**src/sync_length_frame_receiver_top_assert.svh**
```systemverilog
// ----------------------------------------------------------------------------
// Assertion macros for the frame receiver
// Shared concurrent assertion forms; all sample on clk and are off in reset.
// ----------------------------------------------------------------------------
`ifndef SYNC_LENGTH_FRAME_RECEIVER_TOP_ASSERT_SVH
`define SYNC_LENGTH_FRAME_RECEIVER_TOP_ASSERT_SVH

`ifndef NO_ASSERTIONS
// same-cycle implication
`define SLFR_ASSERT_IMPL(label, ante, cons, msg) \
  label: assert property (@(posedge clk) disable iff (!rst_n) (ante) |-> (cons)) \
    else $error(msg);
// next-cycle implication
`define SLFR_ASSERT_NEXT(label, ante, cons, msg) \
  label: assert property (@(posedge clk) disable iff (!rst_n) (ante) |=> (cons)) \
    else $error(msg);
`else
`define SLFR_ASSERT_IMPL(label, ante, cons, msg)
`define SLFR_ASSERT_NEXT(label, ante, cons, msg)
`endif

`endif

```
**src/slfr_pkg.sv**
```systemverilog
// ----------------------------------------------------------------------------
// Frame receiver package
// Sizes, header codes and the structs passed between front, queue and back.
// ----------------------------------------------------------------------------
package slfr_pkg;

  // frame store depth per bank and derived index width
  localparam int STORE_DEPTH = 52;
  localparam int POS_W       = $clog2(STORE_DEPTH);

  // two banks: one filling, one draining
  localparam int BANKS = 2;

  // frame descriptor queue
  localparam int DESC_DEPTH = 2;
  localparam int DESC_PTR_W = $clog2(DESC_DEPTH);

  localparam int REM_W         = 7;
  localparam int PAYLOAD_POS_W = 6;

  // header codes
  localparam logic [7:0] START_PREV = 8'hff;
  localparam logic [7:0] START_BYTE = 8'h55;
  localparam logic [REM_W-1:0] REM_MAX = 7'h7f;

  // positions within a frame
  localparam logic [POS_W-1:0] SYNC_POS      = POS_W'(1);
  localparam logic [POS_W-1:0] LEN_POS       = POS_W'(2);
  localparam logic [POS_W:0]   PAYLOAD_START = (POS_W+1)'(3);
  localparam logic [POS_W:0]   LAST_POS      = (POS_W+1)'(STORE_DEPTH - 1);

  // store write from the front
  typedef struct packed {
    logic             en;
    logic             bank;
    logic [POS_W-1:0] addr;
    logic [7:0]       data;
  } wr_req_t;

  // completed frame: bank and payload length
  typedef struct packed {
    logic             bank;
    logic [POS_W-1:0] count;
  } desc_t;

  // bank handed back once fully read
  typedef struct packed {
    logic en;
    logic bank;
  } rel_t;

endpackage

```
**src/sync_length_frame_receiver_top.sv**
```systemverilog
// ----------------------------------------------------------------------------
// Sync/length frame receiver
// Input: one word per cycle until both store banks hold undrained frames.
// Output: once the drain takes the queued descriptor, one payload word per
// cycle while out_stall is low, set by the single store read port.
// Reset clears header, position and drain state; store contents are not cleared.
// ----------------------------------------------------------------------------
module sync_length_frame_receiver_top (
  input  logic                                clk,
  input  logic                                rst_n,
  input  logic                                in_valid,
  output logic                                in_stall,
  input  logic [7:0]                          in_rx_byte,
  output logic                                out_valid,
  input  logic                                out_stall,
  output logic [7:0]                          out_payload_byte,
  output logic [slfr_pkg::PAYLOAD_POS_W-1:0]  out_payload_pos,
  output logic                                out_payload_last
);

  slfr_pkg::wr_req_t wr;
  slfr_pkg::desc_t   push_desc;
  slfr_pkg::desc_t   pop_desc;
  slfr_pkg::rel_t    rel;
  logic              push, pop, fifo_empty, fifo_full;

  slfr_front u_front (
    .clk         (clk),
    .rst_n       (rst_n),
    .in_valid    (in_valid),
    .in_stall    (in_stall),
    .in_rx_byte  (in_rx_byte),
    .wr_o        (wr),
    .push_o      (push),
    .desc_o      (push_desc),
    .fifo_full_i (fifo_full),
    .rel_i       (rel)
  );

  slfr_desc_fifo u_desc_fifo (
    .clk         (clk),
    .rst_n       (rst_n),
    .push_i      (push),
    .push_data_i (push_desc),
    .pop_i       (pop),
    .pop_data_o  (pop_desc),
    .empty_o     (fifo_empty),
    .full_o      (fifo_full)
  );

  slfr_back u_back (
    .clk              (clk),
    .rst_n            (rst_n),
    .wr_i             (wr),
    .fifo_empty_i     (fifo_empty),
    .fifo_data_i      (pop_desc),
    .pop_o            (pop),
    .rel_o            (rel),
    .out_valid        (out_valid),
    .out_stall        (out_stall),
    .out_payload_byte (out_payload_byte),
    .out_payload_pos  (out_payload_pos),
    .out_payload_last (out_payload_last)
  );

endmodule

```
**src/slfr_front.sv**
```systemverilog
// ----------------------------------------------------------------------------
// Frame receiver front end
// Tracks header, length and position, writes each word into the filling
// bank and posts a descriptor when a frame completes.
// ----------------------------------------------------------------------------
`include "sync_length_frame_receiver_top_assert.svh"

module slfr_front (
  input  logic                 clk,
  input  logic                 rst_n,
  input  logic                 in_valid,
  output logic                 in_stall,
  input  logic [7:0]           in_rx_byte,
  output slfr_pkg::wr_req_t    wr_o,
  output logic                 push_o,
  output slfr_pkg::desc_t      desc_o,
  input  logic                 fifo_full_i,
  input  slfr_pkg::rel_t       rel_i
);

  logic [7:0]                        prev_r, prev_nxt;
  logic                              in_frame_r, in_frame_nxt;
  logic [slfr_pkg::POS_W-1:0]        wp_r, wp_nxt;
  logic [slfr_pkg::REM_W-1:0]        rem_r, rem_nxt;
  logic                              fill_bank_r, fill_bank_nxt;
  logic [slfr_pkg::BANKS-1:0]        busy_r, busy_nxt;

  logic                              accept;
  logic                              in_frame_mid;
  logic [slfr_pkg::POS_W-1:0]        wp_eff;
  logic [slfr_pkg::POS_W:0]          wp_inc;
  logic [slfr_pkg::REM_W-1:0]        rem_step;
  logic                              done;

  // hold off while the filling bank still waits to be drained or the descriptor queue is full
  assign in_stall = busy_r[fill_bank_r] || fifo_full_i;
  assign accept   = in_valid && !in_stall;

  // header detection and length countdown
  always_comb begin
    wp_eff       = wp_r;
    in_frame_mid = in_frame_r;
    prev_nxt     = prev_r;
    rem_step     = rem_r;
    if ((in_rx_byte == slfr_pkg::START_BYTE) && !in_frame_r) begin
      if (prev_r == slfr_pkg::START_PREV) begin
        wp_eff       = slfr_pkg::SYNC_POS;
        in_frame_mid = 1'b1;
      end
    end else begin
      prev_nxt = in_rx_byte;
      if (in_frame_r) begin
        if (wp_r == slfr_pkg::LEN_POS) begin
          rem_step = in_rx_byte[7] ? slfr_pkg::REM_MAX : in_rx_byte[6:0];
        end else if (wp_r > slfr_pkg::LEN_POS) begin
          rem_step = rem_r - 1'b1;
        end
      end
    end
  end

  // advance position: overflow first, then completion
  always_comb begin
    wp_inc       = {1'b0, wp_eff} + 1'b1;
    done         = 1'b0;
    wp_nxt       = wp_r;
    in_frame_nxt = in_frame_r;
    rem_nxt      = rem_r;
    if (accept) begin
      rem_nxt = rem_step;
      if (wp_inc > slfr_pkg::LAST_POS) begin
        wp_nxt       = '0;
        in_frame_nxt = 1'b0;
      end else if (in_frame_mid && (rem_step == '0) &&
                   (wp_inc > slfr_pkg::PAYLOAD_START)) begin
        done         = 1'b1;
        wp_nxt       = '0;
        in_frame_nxt = 1'b0;
      end else begin
        wp_nxt       = wp_inc[slfr_pkg::POS_W-1:0];
        in_frame_nxt = in_frame_mid;
      end
    end
  end

  // store write, descriptor post and bank bookkeeping
  always_comb begin
    wr_o.en      = accept;
    wr_o.bank    = fill_bank_r;
    wr_o.addr    = wp_eff;
    wr_o.data    = in_rx_byte;
    push_o       = done;
    desc_o.bank  = fill_bank_r;
    desc_o.count = slfr_pkg::POS_W'(wp_inc - slfr_pkg::PAYLOAD_START);
    busy_nxt      = busy_r;
    fill_bank_nxt = fill_bank_r;
    if (rel_i.en) begin
      busy_nxt[rel_i.bank] = 1'b0;
    end
    if (done) begin
      busy_nxt[fill_bank_r] = 1'b1;
      fill_bank_nxt         = !fill_bank_r;
    end
  end

  always_ff @(posedge clk) begin
    if (!rst_n) begin
      prev_r      <= '0;
      in_frame_r  <= 1'b0;
      wp_r        <= '0;
      rem_r       <= '0;
      fill_bank_r <= 1'b0;
      busy_r      <= '0;
    end else begin
      if (accept) begin
        prev_r <= prev_nxt;
      end
      in_frame_r  <= in_frame_nxt;
      wp_r        <= wp_nxt;
      rem_r       <= rem_nxt;
      fill_bank_r <= fill_bank_nxt;
      busy_r      <= busy_nxt;
    end
  end

  `SLFR_ASSERT_IMPL(a_wr_free_bank, wr_o.en, !busy_r[wr_o.bank], "write into busy bank")
  `SLFR_ASSERT_IMPL(a_rel_busy, rel_i.en, busy_r[rel_i.bank], "release of idle bank")
  `SLFR_ASSERT_IMPL(a_push_len, push_o, (desc_o.count != '0) && !fifo_full_i,
                    "bad frame post")
  `SLFR_ASSERT_NEXT(a_push_swap, push_o, fill_bank_r != $past(fill_bank_r),
                    "bank not swapped after frame")

endmodule

```
**src/slfr_desc_fifo.sv**
```systemverilog
// ----------------------------------------------------------------------------
// Frame descriptor queue
// Short FIFO of completed frames between the front end and the drain.
// ----------------------------------------------------------------------------
module slfr_desc_fifo (
  input  logic             clk,
  input  logic             rst_n,
  input  logic             push_i,
  input  slfr_pkg::desc_t  push_data_i,
  input  logic             pop_i,
  output slfr_pkg::desc_t  pop_data_o,
  output logic             empty_o,
  output logic             full_o
);

  slfr_pkg::desc_t                 ent_r [slfr_pkg::DESC_DEPTH];
  logic [slfr_pkg::DESC_PTR_W-1:0] wr_ptr_r, wr_ptr_nxt;
  logic [slfr_pkg::DESC_PTR_W-1:0] rd_ptr_r, rd_ptr_nxt;
  logic [slfr_pkg::DESC_PTR_W:0]   cnt_r, cnt_nxt;
  logic                            do_push, do_pop;

  assign empty_o    = (cnt_r == '0);
  assign full_o     = (cnt_r == (slfr_pkg::DESC_PTR_W+1)'(slfr_pkg::DESC_DEPTH));
  assign pop_data_o = ent_r[rd_ptr_r];
  assign do_push    = push_i && !full_o;
  assign do_pop     = pop_i && !empty_o;

  // pointer and occupancy update
  always_comb begin
    wr_ptr_nxt = do_push ? wr_ptr_r + 1'b1 : wr_ptr_r;
    rd_ptr_nxt = do_pop  ? rd_ptr_r + 1'b1 : rd_ptr_r;
    cnt_nxt    = cnt_r;
    if (do_push && !do_pop) begin
      cnt_nxt = cnt_r + 1'b1;
    end else if (do_pop && !do_push) begin
      cnt_nxt = cnt_r - 1'b1;
    end
  end

  always_ff @(posedge clk) begin
    if (!rst_n) begin
      wr_ptr_r <= '0;
      rd_ptr_r <= '0;
      cnt_r    <= '0;
    end else begin
      wr_ptr_r <= wr_ptr_nxt;
      rd_ptr_r <= rd_ptr_nxt;
      cnt_r    <= cnt_nxt;
    end
  end

  // entries carry no reset
  always_ff @(posedge clk) begin
    if (do_push) begin
      ent_r[wr_ptr_r] <= push_data_i;
    end
  end

endmodule

```
**src/slfr_back.sv**
```systemverilog
// ----------------------------------------------------------------------------
// Frame receiver drain
// Holds the banked frame store, takes one descriptor at a time and reads
// the payload out word by word into the output register.
// ----------------------------------------------------------------------------
`include "sync_length_frame_receiver_top_assert.svh"

module slfr_back (
  input  logic                                clk,
  input  logic                                rst_n,
  input  slfr_pkg::wr_req_t                   wr_i,
  input  logic                                fifo_empty_i,
  input  slfr_pkg::desc_t                     fifo_data_i,
  output logic                                pop_o,
  output slfr_pkg::rel_t                      rel_o,
  output logic                                out_valid,
  input  logic                                out_stall,
  output logic [7:0]                          out_payload_byte,
  output logic [slfr_pkg::PAYLOAD_POS_W-1:0]  out_payload_pos,
  output logic                                out_payload_last
);

  typedef enum logic [1:0] {
    S_IDLE  = 2'b01,
    S_DRAIN = 2'b10
  } drain_state_t;

  // two banks of frame store
  logic [7:0] store_mem_r [slfr_pkg::BANKS][slfr_pkg::STORE_DEPTH];

  drain_state_t                      state_r, state_nxt;
  logic                              bank_r;
  logic [slfr_pkg::POS_W-1:0]        cnt_r;
  logic [slfr_pkg::POS_W-1:0]        k_r, k_nxt;
  logic                              out_valid_r, out_valid_nxt;
  logic [7:0]                        rd_data_r;
  logic [slfr_pkg::PAYLOAD_POS_W-1:0] pos_r;
  logic                              last_r;
  logic                              rd_issue, last_rd;

  assign out_valid        = out_valid_r;
  assign out_payload_byte = rd_data_r;
  assign out_payload_pos  = pos_r;
  assign out_payload_last = last_r;

  // read when the output register is empty or being taken
  assign pop_o     = (state_r == S_IDLE) && !fifo_empty_i;
  assign rd_issue  = (state_r == S_DRAIN) && (!out_valid_r || !out_stall);
  assign last_rd   = (k_r == cnt_r - 1'b1);
  assign rel_o.en   = rd_issue && last_rd;
  assign rel_o.bank = bank_r;

  // drain sequencing
  always_comb begin
    state_nxt     = state_r;
    k_nxt         = k_r;
    out_valid_nxt = out_valid_r;
    if (out_valid_r && !out_stall) begin
      out_valid_nxt = 1'b0;
    end
    case (state_r)
      S_IDLE: begin
        if (pop_o) begin
          state_nxt = S_DRAIN;
          k_nxt     = '0;
        end
      end
      S_DRAIN: begin
        if (rd_issue) begin
          out_valid_nxt = 1'b1;
          k_nxt         = k_r + 1'b1;
          if (last_rd) begin
            state_nxt = S_IDLE;
          end
        end
      end
      default: begin
        state_nxt = S_IDLE;
      end
    endcase
  end

  always_ff @(posedge clk) begin
    if (!rst_n) begin
      state_r     <= S_IDLE;
      k_r         <= '0;
      out_valid_r <= 1'b0;
    end else begin
      state_r     <= state_nxt;
      k_r         <= k_nxt;
      out_valid_r <= out_valid_nxt;
    end
  end

  // descriptor capture
  always_ff @(posedge clk) begin
    if (pop_o) begin
      bank_r <= fifo_data_i.bank;
      cnt_r  <= fifo_data_i.count;
    end
  end

  // store write port
  always_ff @(posedge clk) begin
    if (wr_i.en) begin
      store_mem_r[wr_i.bank][wr_i.addr] <= wr_i.data;
    end
  end

  // registered read straight into the output word
  always_ff @(posedge clk) begin
    if (rd_issue) begin
      rd_data_r <= store_mem_r[bank_r][k_r + slfr_pkg::POS_W'(3)];
      pos_r     <= slfr_pkg::PAYLOAD_POS_W'(k_r);
      last_r    <= last_rd;
    end
  end

  `SLFR_ASSERT_IMPL(a_pop_idle, pop_o, (state_r == S_IDLE) && !fifo_empty_i,
                    "descriptor taken while draining")
  `SLFR_ASSERT_IMPL(a_rel_last, rel_o.en, rd_issue && last_rd, "early bank release")
  `SLFR_ASSERT_NEXT(a_last_flag, rd_issue && last_rd, out_valid_r && last_r,
                    "final word not flagged")
  `SLFR_ASSERT_IMPL(a_no_bank_clash, rd_issue && wr_i.en, wr_i.bank != bank_r,
                    "write into bank being drained")

endmodule

```
**config.mk**
```make
export PLATFORM = sky130hd
export DESIGN_NAME = sync_length_frame_receiver_top
export DESIGN_NICKNAME = d
export VERILOG_FILES = /design/src/slfr_pkg.sv /design/src/sync_length_frame_receiver_top.sv /design/src/slfr_front.sv /design/src/slfr_desc_fifo.sv /design/src/slfr_back.sv
export VERILOG_INCLUDE_DIRS = /design/src /design/src/src
export SDC_FILE = /design/constraint.sdc
export NUM_CORES = 1
export LEC_CHECK = 0
export BUFFER_PORTS_ARGS = -buffer_cell sky130_fd_sc_hd__buf_4
export CORE_MARGIN = 8
export CORE_UTILIZATION = 55
export CTS_BUF_LIST = sky130_fd_sc_hd__clkbuf_2
export CTS_CLUSTER_DIAMETER = 50
export DETAILED_ROUTE_END_ITERATION = 8
export MAX_ROUTING_LAYER = met4
export PLACE_DENSITY = 0.75
export SYNTH_ARGS = -nofsm -noshare
export SYNTH_HDL_FRONTEND = slang
export SYNTH_SLANG_ARGS = --single-unit
```
**constraint.sdc**
```tcl
create_clock -name clk -period 8.1 [get_ports clk]
set_input_delay 0.405 -clock clk [delete_from_list [all_inputs] [get_ports clk]]
set_output_delay 0.405 -clock clk [all_outputs]
set_load 0.05 [all_outputs]
```
[Word-level counts from Yosys, hierarchy flattened]
Memory sizes are Yosys's and may differ from the RTL's. A register that Yosys moved wholly into a read port is not among the register bits.
Index checks and enable logic that the tools add are counted.
Operators by class
  equality and inequality tests: 10
  reduce and logical (&&, ||, !) cells: 33
  multipliers: 0
  bitwise gates (word level): 6
  add/subtract/negate cells: 10
  multiplexer cells: 45
  div/mod/pow operators: 0
  $lt $le $gt $ge: 10
  shifts and indexed selects: 0
Operator list (number)
  416-bit 2-to-1 mux: 1
  8-bit binary-select mux with 6-bit select: 1
  8-bit demux with 6-bit select: 1
  6-bit 2-to-1 mux: 6
  7-bit 2-to-1 mux: 5
  8-bit 2-to-1 mux: 3
  1-bit 2-to-1 mux: 17
  1-bit logical AND: 15
  7-bit >= comparator (second input constant): 2
  2-bit 2-to-1 mux: 7
  6-bit inverter with 7-bit output: 2
  6-bit case mux with 2 select lines: 1
  1-bit logical NOT: 9
  8-bit by 7-bit equality test with 1-bit output (second input constant): 1
  8-bit equality test (second input constant): 1
  6-bit by 1-bit adder with 7-bit output (second input constant): 1
  7-bit by 2-bit greater-than comparator with 1-bit output (second input constant): 1
  7-bit by 6-bit greater-than comparator with 1-bit output (second input constant): 1
  7-bit logical NOT: 1
  7-bit by 1-bit less-than comparator with 1-bit output (second input constant): 1
  7-bit by 1-bit subtractor with 7-bit output (second input constant): 1
  6-bit by 1-bit adder with 6-bit output (second input constant): 1
  6-bit by 2-bit adder with 6-bit output (second input constant): 1
  6-bit by 2-bit equality test with 1-bit output (second input constant): 1
  24 further kinds: 33
Storage, ports and cells
  latch bits: 0
  memory bits (read-only): 0
  register bits: 53
  word-level logic and storage cells: 131
  RAM bits: 846
  memories: 2
  output and inout port bits: 17
Memories
  u_back.store_mem_r: words 2, bits a word 416, read ports 1, clocked after memory_dff 0, write ports 1, line slfr_back.sv:29  | logic [7:0] store_mem_r [slfr_pkg::BANKS][slfr_pkg::STORE_DEPTH];
  u_desc_fifo.ent_r: words 2, bits a word 7, read ports 1, clocked after memory_dff 1, write ports 1, line slfr_desc_fifo.sv:16  | slfr_pkg::desc_t ent_r [slfr_pkg::DESC_DEPTH];

[Depth between registers and ports, before layout]
Gate-level depths: netlist of run 1.
  word-level depth: 16
  gate-level depth with buffers: 18

[Cells and area by module]
A second synthesis of run 1 with hierarchy kept.
Unflattened totals
  cell total of the unflattened synthesis: 2099
  area total of the unflattened synthesis: 36869.1 µm²
By module, submodules not included
  slfr_back: sequential area each 25844.8 µm², cells an instance 1783, times used 1, area an instance 34093.9 µm²
  slfr_front: sequential area each 500.5 µm², cells an instance 269, times used 1, area an instance 2037.0 µm²
  slfr_desc_fifo: sequential area each 520.5 µm², cells an instance 47, times used 1, area an instance 738.2 µm²

[Least setup slack after synthesis of run 1]
No wires, ideal clock.
  path type: flip-flop to flip-flop
  start point: register u_back.k_r[0] in the netlist's numbering
  end point: register u_back.rd_data_r[0] (netlist: u_back.out_payload_byte[0]) (data pin)
  path buffers: 9
  library setup time: 0.256 ns
  arrival time: 4.021 ns
  setup slack: 3.822 ns
  stages on the path, launching flop included: 15
  cells stage by stage: dfxtp_1 > clkbuf_1 > clkbuf_1 > clkbuf_1 > clkbuf_1 > inv_2 > ha_1 > clkbuf_1 > clkbuf_1 > buf_1 > clkbuf_1 > buf_2 > mux2i_1 > o22ai_1 > o22a_1
On the way
  cells in the longest elaborated chain, start to end: 5
RTL lines
  start: declaration: line slfr_back.sv:34  | logic [slfr_pkg::POS_W-1:0] k_r, k_nxt;
  start signal: assignment: line slfr_back.sv:90  | k_r <= k_nxt;
  6-bit by 2-bit adder with 6-bit output: line slfr_back.sv:113  | rd_data_r <= store_mem_r[bank_r][k_r + slfr_pkg::POS_W'(3)];
  6-bit inverter with 7-bit output (implied by the code): line slfr_back.sv:113
  8-bit binary-select mux with 6-bit select: line slfr_back.sv:113
  8-bit 2-to-1 mux (implied by the code) (2 in series): line slfr_back.sv:113
  end signal: assignment: line slfr_back.sv:113
  end: declaration: line slfr_back.sv:36  | logic [7:0] rd_data_r;
No other way between the ends. The select of a mux whose other input is x is not followed.
A chain may end at the register's enable or synchronous reset.

[Worst setup path after layout of run 1]
  start point: input port in_rx_byte[1]
  end point: register u_desc_fifo.cnt_r[1] in the netlist's numbering
On the way
  cells in the longest elaborated chain, start to end: 14
  elaborated cells between the ends (all ways): 23
  classes of those cells: 1 x add/sub; 2 x order compare; 1 x eq/ne; 10 x mux; 9 x reduce/logical
RTL lines
  start: declaration: line sync_length_frame_receiver_top.sv:13  | input logic [7:0] in_rx_byte,
  branches (longest 8 deep; another with 6-bit by 1-bit adder with 7-bit output)
  1-bit 2-to-1 mux (*): line slfr_front.sv:71  | if (wp_inc > slfr_pkg::LAST_POS) begin
  1-bit 2-to-1 mux (*): line slfr_front.sv:69  | if (accept) begin
  1-bit logical AND (*): line slfr_desc_fifo.sv:25  | assign do_push = push_i && !full_o;
  named net u_desc_fifo.do_push: line slfr_desc_fifo.sv:20  | logic do_push, do_pop;
  1-bit logical NOT: line slfr_desc_fifo.sv:35  | end else if (do_pop && !do_push) begin
  1-bit logical AND: line slfr_desc_fifo.sv:35
  2-bit nonzero test (no line)
  end signal: assignment: line slfr_desc_fifo.sv:48  | cnt_r <= cnt_nxt;
  end: declaration: line slfr_desc_fifo.sv:19  | logic [slfr_pkg::DESC_PTR_W:0] cnt_r, cnt_nxt;
Mark *: on every way through the listed nets, which the timed path passes.

==> results of run 1 <==
[metal layers]
layer | routed length, um | track usage, % | part of all wire (%) | vias up
met5 | 0 | - | 0 | -
met4 | 1996 | 6.965 | 2.5 | 0
li1 | - | - | - | 7823
met3 | 7043 | 5.060 | 8.9 | 149
met2 | 38520 | 34.01 | 49 | 1018
met1 | 31230 | 29.34 | 40 | 9485
[where the power goes]
| part | switching [mW] | internal [mW] | total [mW] |
|---|---|---|---|
| Sequential | 0.0746 | 5.19 | 5.27 |
| Combinational | 1.18 | 0.968 | 2.15 |
| Clock | 1.74 | 1.14 | 2.88 |
[registers in the layout, indices dropped and copies added, names as in the netlist, 2 cells and up]
name                     count
u_back.store_mem_r         832
u_front.wp_r                 6
u_back.k_r                   6
u_desc_fifo.ent_r           14
u_back.out_payload_pos       6
u_back.state_r               2
u_front.prev_r               8
u_back.cnt_r                 6
u_front.rem_r                7
u_desc_fifo.cnt_r            2
u_back.out_payload_byte      8
u_front.busy_r               2
[Yosys cell counts (2+ instances only)]
library cell / instances
buf_1: 17
dfxtp_1: 38
o21a_1: 3
xor2_1: 16
inv_1: 17
and2_1: 13
o22a_1: 8
a21boi_0: 5
xnor2_1: 10
buf_2: 15
nor3_1: 10
o211ai_1: 2
o31ai_1: 3
nand3_1: 12
buf_6: 2
o21ai_0: 30
nor2b_1: 16
o32ai_1: 2
nor4_1: 3
mux2_2: 7
a21oi_1: 14
mux2i_1: 52
o221ai_1: 8
o22ai_1: 12
a211oi_1: 2
clkbuf_1: 64
ha_1: 9
nor3b_1: 3
or3_1: 8
a221oi_1: 5
a31oi_1: 5
nand2b_1: 8
nand2_1: 48
nor2_1: 141
edfxtp_1: 868
and3_1: 4
mux4_2: 248
nand4_1: 11
[kinds of logic after synthesis]
kind of cell,count (synthesis)
compound gates,115
flops,906
simple gates,291
buf+inv,116
fa+ha+maj,9
mux,307
xor+xnor,26
[final cells by class]
cell class / instances / area, um2 / area share, %
timing repair buffer: 74 / 668.1 / 1.698
sequential: 906 / 26830 / 68.16
clock inverter: 64 / 352.8 / 0.8964
multi-input combinational: 748 / 8767 / 22.27
inverter: 18 / 67.56 / 0.1717
tap: 864 / 1081 / 2.747
antenna: 5 / 12.51 / 0.03179
clock buffer: 316 / 1582 / 4.018
[worst register-to-register path, cell delays in order (launching register included)]
cell and delay, ps:
dfxtp_1 350, nand4_1 150, nor4_1 540, nand2b_1 450, and2_1 340, ha_1 390, and2_1 310, o32a_1 200
o21a_1 140, a31oi_1 260, nand4_4 170, nor3_4 330, ha_1 320, or3_1 350, a21boi_0 160
[final timing paths]
kind	depth (start not counted)	end
max	20	u_desc_fifo.cnt_r[1]
min	2	u_back.store_mem_r[0][102]
max reg2reg	14	u_desc_fifo.cnt_r[1]
min reg2reg	2	u_front.busy_r[0]
[per-stage QoR]
stage / utilization [%] / hold slack [ps] / std cells / power (mW)
2_1_floorplan: - / 402.9 / 1770 / 6.810
3_3_place_gp: 56.87 / 470.4 / 2583 / 7.474
3_5_place_dp: 56.87 / 490.2 / 2583 / 7.510
4_1_cts: 60.28 / 13.41 / 2990 / 10.36
5_1_grt: 60.30 / 59.85 / 2994 / 10.71
6_report: 60.30 / 149.3 / 2995 / 10.29
==> out/qor.json, run 1 <==
{
  "status": {
    "status": "completed"
  },
  "yosys": {
    "share_of_yosys_cell_area_claimed_by_the_top_area_cell_type_pct": 72.39,
    "cells_taking_the_most_area_after_synthesis": "edfxtp_1 (72%), mux4_2 (16%), dfxtp_1 (2.1%), nor2_1 (1.5%), mux2i_1 (1.4%)",
    "synth_mux_area_share_pct": 17.18,
    "syn_area_per_cell_um2": 20.34,
    "syn-cell-area_um2": 36010,
    "synth.yosys.seq_area_share_pct": 74.50,
    "count_of_different_cell_masters_after_synthesis": 69,
    "ys_ff_latch": 906,
    "synthArstFlopShare_pct": 0,
    "synth_warnings": 0,
    "synth_xor_area_share_pct": 0.6324,
    "synthSimpleGateAreaFrac_pct": 3.878,
    "number_of_synthesized_flops_with_an_enable_pin": 868,
    "postSynthCellCount": 1770,
    "synth_top_family_by_area": "multiplexers",
    "synth_nets": 1791,
    "synth_compound_area_share_pct": 2.193,
    "yosys.area_share.adder_pct": 0.3127,
    "synthFlopType": "edfxtp_1",
    "netlist.top_cell.by_area": "edfxtp_1"
  },
  "sta": {
    "timing.final.ws_setup_ps": 2690,
    "layout_worst_path_cycle_share_pct": 66.79,
    "period_needed_ps": 5410,
    "rsz0062_at_grt": "false",
    "layout_skew_ps": 105.5,
    "finalSetupViolCount": 0,
    "total_count_of_max_transition_violations_in_the_final_report": 0,
    "slew-limit-headroom_pct": 18.50,
    "final.setup.tns_ps": 0,
    "finalHoldViolCount": 0,
    "max_freq_ghz": 0.1848,
    "worst_pin_slew_ps": 1218
  },
  "route": {
    "remaining_number_of_nets_flagged_by_the_antenna_check_after_routing": 0,
    "via_count": 18475,
    "drc_errors": 0,
    "detail_route.wl_per_cell_um": 26.31,
    "drt-total-wl_mm": 78.79,
    "viasPerCell": 6.169,
    "drt_first_pass_iters": 8,
    "initialDrtViolationCount": 2323
  },
  "clock_network": {
    "clk_transition_reported_paths_ps": 110,
    "cts.repair_timing.setup_buffer_count": 0,
    "clock_latency_ps": 1410,
    "clock_sink_count": 906,
    "cts_tree": "done",
    "ctsHtreeMaxLevel": 4,
    "post_cts_hold_buffer_count": 27,
    "cts.path.max_buffers": 3,
    "clock-root-buffer": "clkbuf_2",
    "cts-buffers-inserted": 209,
    "cts_resized": 0
  },
  "worst_setup_path": {
    "reg2reg_setup_slack_ps": 3570,
    "critPathLaunchType": "primary input",
    "cpMaxStageDelayCell": "dlygate4sd3_1",
    "crit_type": "in2reg",
    "cp_data_required_time_ps": 9360,
    "crit_chain": "dlygate4sd3_1 > dlygate4sd3_1 > buf_4 > nor4bb_1 > nand4_1 > dlygate4sd3_1 > or3_1 > nor2_1 > nor2_1 > inv_1 > ha_1 > nor3_1 > o32a_1 > o21a_1 > a31oi_1 > nand4_4 > nor3_4 > ha_1 > or3_1 > a21boi_0",
    "r2r_start": "u_front.prev_r[5]",
    "critPathArrivalTime_ps": 6670,
    "crit_path_start": "in_rx_byte[1]",
    "slowest_delay_ps": 620,
    "cpMostUsedCell": "dlygate4sd3_1",
    "timing.critical_path.buf_inv": 5,
    "cp-end-kind": "flip-flop",
    "cp_max_fo": 27,
    "worst_path_dominant_cell_family": "simple AND/OR/NAND/NOR gates"
  },
  "power": {
    "pwr_density_cell_nw_per_um2": 261.5,
    "worst_ir_drop_vdd_mv": 0.1851,
    "cellLeakagePower_nw": 12.60
  },
  "job": {
    "max-cap-violations": 0
  },
  "floorplan": {
    "die-width_um": 271.9,
    "ioPinCount": 29,
    "core-area_um2": 65280,
    "floorplan.initialDensity_pct": 55.16,
    "core.rowCount": 94,
    "chipHeight_um": 271.9,
    "fp.dieArea_um2": 73910
  },
  "layout": {
    "layout.cells.most_common_list": "edfxtp_1 (868), clkbuf_2 (316), mux4_2 (248)",
    "final_layout_size_suffix_gt1_share_pct": 30.81,
    "mostFrequentLayoutCell": "edfxtp_1",
    "fin_nets": 1978,
    "num-fill-cells": 4677,
    "fin_area_um2": 39360,
    "synthToLayoutAreaGrowth_pct": 9.316
  },
  "min_path": {
    "worst_hold_startpoint": "in_rx_byte[6]",
    "min-delay-path-class": "in2reg"
  },
  "global_route": {
    "pin_count_of_the_biggest_net_entering_global_routing": 108,
    "grt_first_pass_wirelength_mm": 117.8,
    "grt.overflow.total": 0,
    "via_count_of_the_first_global_routing_pass": 18549,
    "global_route_usage_over_all_layers_pct": 22.00,
    "grt_antenna_before_repair": 2
  },
  "placement": {
    "preCtsSetupSlack_ps": 2936,
    "gp_routability_congestion": 0.8688,
    "post_dp_cell_area_um2": 37120,
    "io_buffer_count": 28,
    "detailed_place_hpwl_mm": 46.94
  }
}
(Power assumes the default switching activity.)
==> run 2: changes to the inputs <==
==> constraint.sdc (replaced) <==
create_clock -name clk -period 5.21 [get_ports clk]
set_input_delay 0.2605 -clock clk [delete_from_list [all_inputs] [get_ports clk]]
set_output_delay 0.2605 -clock clk [all_outputs]
set_load 0.05 [all_outputs]
==> run 2 against run 1 <==
Hold slack better by 37 ps. Via count fell by 0.64%. Highest routed layer unchanged. Routed wire length shrank 1.8%. Clock skew rose by 33 ps. Critical path type unchanged. Largest power group unchanged. Largest cell class unchanged. Final area grew 0.43%.
==> out/qor.json, run 2 (synthesis results as in run 1) <==
{
  "worst_setup_path": {
    "slowest_delay": {"value": 670, "unit": "ps", "change": "was 620 ps"},
    "reg2reg_setup_slack": {"value": 330, "unit": "ps", "change": "was 3570 ps"},
    "critPathArrivalTime": {"value": 6340, "unit": "ps", "change": "was 6670 ps"},
    "timing.rr.end": {"value": "u_front.fill_bank_r", "change": "was u_desc_fifo.cnt_r[1]"},
    "crit_type": {"value": "in2reg", "change": "unchanged"},
    "cp-end-kind": {"value": "flip-flop", "change": "unchanged"},
    "worst-path-stages": {"value": 18, "change": "was 20"},
    "critPathLaunchType": {"value": "primary input", "change": "unchanged"},
    "cp_data_required_time": {"value": 6550, "unit": "ps", "change": "was 9360 ps"},
    "cpMaxStageDelayCell": {"value": "dlygate4sd3_1", "change": "unchanged"},
    "cp_max_fo": {"value": 7, "change": "was 27"},
    "cpMostUsedCell": {"value": "dlygate4sd3_1", "change": "unchanged"},
    "crit_chain": {"value": "dlygate4sd3_1 > buf_4 > or4b_1 > dlygate4sd3_1 > nor4_1 > dlygate4sd3_1 > nand2b_1 > and2_1 > ha_1 > o32a_1 > o21a_1 > a31oi_1 > nand4_4 > dlygate4sd3_1 > nor3_4 > dlygate4sd3_1 > xor2_1 > and2_1", "change": "was dlygate4sd3_1 > dlygate4sd3_1 > buf_4 > nor4bb_1 > nand4_1 > dlygate4sd3_1 > or3_1 > nor2_1 > nor2_1 > inv_1 > ha_1 > nor3_1 > o32a_1 > o21a_1 > a31oi_1 > nand4_4 > nor3_4 > ha_1 > or3_1 > a21boi_0"},
    "timing.critical_path.buf_inv": {"value": 6, "change": "was 5"},
    "worst_path_dominant_cell_family": {"value": "buffers and inverters", "change": "was simple AND/OR/NAND/NOR gates"},
    "r2r_start": {"value": "u_front.prev_r[3]", "change": "was u_front.prev_r[5]"},
    "ff2ff_path_depth": {"value": 15, "change": "was 14"}
  },
  "route": {
    "drt-total-wl": {"value": 77.36, "unit": "mm", "change": "was 78.79 mm"},
    "via_count": {"value": 18357, "change": "was 18475"},
    "initialDrtViolationCount": {"value": 1927, "change": "was 2323"},
    "drc_errors": {"value": 0, "change": "unchanged"},
    "remaining_number_of_nets_flagged_by_the_antenna_check_after_routing": {"value": 0, "change": "unchanged"},
    "viasPerCell": {"value": 6.109, "change": "was 6.169"},
    "drt_first_pass_iters": {"value": 7, "change": "was 8"},
    "detail_route.wl_per_cell": {"value": 25.74, "unit": "um", "change": "was 26.31 um"}
  },
  "floorplan": {
    "core.rowCount": {"value": 94, "change": "unchanged"},
    "die-width": {"value": 271.9, "unit": "um", "change": "unchanged"},
    "core-area": {"value": 65280, "unit": "um2", "change": "unchanged"},
    "fp.dieArea": {"value": 73910, "unit": "um2", "change": "unchanged"},
    "floorplan.initialDensity": {"value": 55.16, "unit": "%", "change": "unchanged"},
    "ioPinCount": {"value": 29, "change": "unchanged"},
    "chipHeight": {"value": 271.9, "unit": "um", "change": "unchanged"}
  },
  "status": {
    "status": {"value": "completed", "change": "unchanged"}
  },
  "clock_network": {
    "cts-buffers-inserted": {"value": 209, "change": "unchanged"},
    "cts.path.max_buffers": {"value": 3, "change": "unchanged"},
    "clock_sink_count": {"value": 906, "change": "unchanged"},
    "cts_tree": {"value": "done", "change": "unchanged"},
    "clk_transition_reported_paths": {"value": 100, "unit": "ps", "change": "was 110 ps"},
    "clock-root-buffer": {"value": "clkbuf_2", "change": "unchanged"},
    "clock_latency": {"value": 1450, "unit": "ps", "change": "was 1410 ps"},
    "cts.repair_timing.setup_buffer_count": {"value": 0, "change": "unchanged"},
    "ctsHtreeMaxLevel": {"value": 4, "change": "unchanged"}
  },
  "layout": {
    "num-fill-cells": {"value": 4639, "change": "was 4677"},
    "regMostFlops": {"value": "u_back.store_mem_r", "change": "unchanged"},
    "biggestRegsByFlops": {"value": "u_back.store_mem_r (832), u_desc_fifo.ent_r (14)", "change": "unchanged"},
    "number_of_flip_flops_in_the_largest_register": {"value": 832, "change": "unchanged"},
    "fin_nets": {"value": 1994, "change": "was 1978"},
    "layout.cells.most_common_list": {"value": "edfxtp_1 (868), clkbuf_2 (295), mux4_2 (248)", "change": "was edfxtp_1 (868), clkbuf_2 (316), mux4_2 (248)"},
    "final_layout_size_suffix_gt1_share": {"value": 30.30, "unit": "%", "change": "was 30.81%"},
    "synthToLayoutAreaGrowth": {"value": 9.782, "unit": "%", "change": "was 9.316%"},
    "mostFrequentLayoutCell": {"value": "edfxtp_1", "change": "unchanged"}
  },
  "sta": {
    "slew-limit-headroom": {"value": 20.75, "unit": "%", "change": "was 18.50%"},
    "max_freq_ghz": 0.1999,
    "finalHoldViolCount": {"value": 0, "change": "unchanged"},
    "rsz0062_at_grt": {"value": "false", "change": "unchanged"},
    "total_count_of_max_transition_violations_in_the_final_report": {"value": 0, "change": "unchanged"},
    "finalSetupViolCount": {"value": 0, "change": "unchanged"},
    "layout_worst_path_cycle_share_pct": 96.00,
    "period_needed_ps": 5002,
    "worst_pin_slew": {"value": 1185, "unit": "ps", "change": "was 1218 ps"},
    "layout_skew": {"value": 138.9, "unit": "ps", "change": "was 105.5 ps"},
    "final.setup.tns": {"value": 0, "unit": "ps", "change": "unchanged"}
  },
  "power": {
    "combPwrFrac": {"value": 21.4, "unit": "%", "change": "was 20.8%"},
    "switching_share": {"value": 29.30, "unit": "%", "change": "was 29.06%"},
    "seq_pwr_share": {"value": 50.8, "unit": "%", "change": "was 51.2%"},
    "pwr_density_cell": {"value": 405.1, "unit": "nW/um2", "change": "was 261.5 nW/um2"},
    "total_switching_power": {"value": 4.692, "unit": "mW", "change": "was 2.991 mW"},
    "cellLeakagePower": {"value": 12.64, "unit": "nW", "change": "was 12.60 nW"},
    "clkPwrFrac": {"value": 27.8, "unit": "%", "change": "was 28.0%"},
    "p_int": {"value": 11.32, "unit": "mW", "change": "was 7.302 mW"},
    "worst_ir_drop_vdd": {"value": 0.4760, "unit": "mV", "change": "was 0.1851 mV"},
    "p_total": {"value": 16.01, "unit": "mW", "change": "was 10.29 mW"}
  },
  "job": {
    "max-cap-violations": {"value": 0, "change": "unchanged"}
  },
  "global_route": {
    "via_count_of_the_first_global_routing_pass": {"value": 18824, "change": "was 18549"},
    "grt_antenna_before_repair": {"value": 3, "change": "was 2"},
    "global_route_usage_over_all_layers": {"value": 21.68, "unit": "%", "change": "was 22.00%"},
    "grt.overflow.total": {"value": 0, "change": "unchanged"},
    "pin_count_of_the_biggest_net_entering_global_routing": {"value": 123, "change": "was 108"},
    "grt_first_pass_wirelength": {"value": 116.9, "unit": "mm", "change": "was 117.8 mm"}
  },
  "min_path": {
    "whs_endpoint": {"value": "u_front.rem_r[2]", "change": "was u_back.store_mem_r[0][102]"},
    "timing.hold.worst_path_depth": {"value": 6, "change": "was 2"},
    "worst_hold_startpoint": {"value": "in_rx_byte[7]", "change": "was in_rx_byte[6]"},
    "min-delay-path-class": {"value": "in2reg", "change": "unchanged"}
  },
  "placement": {
    "gp_routability_congestion": {"value": 0.8261, "change": "was 0.8688"},
    "io_buffer_count": {"value": 28, "change": "unchanged"},
    "detailed_place_hpwl": {"value": 46.41, "unit": "mm", "change": "was 46.94 mm"}
  }
}
[run 2: changes by cell type in the layout (fill, tap and decap cells not counted), sizes merged]
cell,previous run,this run
diode,5,6
inv,23,21
buf,49,59
dlygate4sd3,25,31
clkinv,53,69
clkbuf,316,295
[run 2: layer usage]
| metal | wire (um) | part of all wire, % | vias to the layer above | track usage (%) |
|---|---|---|---|---|
| met5 | 0 | 0 | - | - |
| met4 | 2180 | 2.8 | 0 | 7.890 |
| met3 | 6757 | 8.7 | 149 | 5.235 |
| met2 | 37980 | 49 | 914 | 33.54 |
| met1 | 30440 | 39 | 9450 | 28.25 |
| li1 | - | - | 7844 | - |
[run 2: how the worst max path moves through the flow]
| stage | startpoint | to |
|---|---|---|
| after global placement | in_rx_byte[1] | u_desc_fifo.cnt_r[1] |
| after CTS | in_rx_byte[3] | u_front.fill_bank_r |
| after floorplan | u_back.k_r[0] | u_back.out_payload_byte[0] |
| after global routing | in_rx_byte[7] | u_front.fill_bank_r |
| after detailed placement | in_rx_byte[1] | u_desc_fifo.cnt_r[1] |
| final | in_rx_byte[7] | u_front.fill_bank_r |
[run 2: tightest hold or removal path, delay by kind of cell]
family,cells,cell delay (ps)
compound gates,2,300
buf+inv,2,740
simple gates,2,250
[run 2: power by group through the flow]
stage	logic (mW)	registers, mW	clock network (mW)
2_1_floorplan	2.29	8.30	0
3_3_place_gp	3.34	8.30	0
3_5_place_dp	3.41	8.30	0
4_1_cts	3.45	8.14	4.55
5_1_grt	3.61	8.14	4.90
6_report	3.43	8.14	4.45
[run 2: what timing repair did]
action                                  in CTS  in global routing
endpoints found under the setup margin       0                  4
gates resized for setup                      0                  2
endpoints found under the hold margin      973                  0
hold buffers                                34                  0
[run 2: per-stage QoR]
step                hold WS (ps)  instances  util, %  instance area [um2]  setup slack [ps]
floorplan                  359.4       1770        -                36010             932.2
global placement           468.2       2592    57.03                37230             215.9
detailed placement         484.8       2592    57.03                37230             217.0
CTS                        20.55       2999    60.52                39500             248.4
global route               158.0       3003    60.55                39520             84.41
finish                     185.9       3005    60.56                39530             208.3
[run 2: cell type report]
class,instances,area (um2),area share [%]
flip-flops and latches,906,26830,67.87
multi-input cells,748,8773,22.20
clock buffers,295,1476,3.735
well taps,864,1081,2.735
repair buffers,90,857.1,2.168
clock inverters,78,427.9,1.083
inverters,18,67.56,0.1709
diodes,6,15.01,0.03798
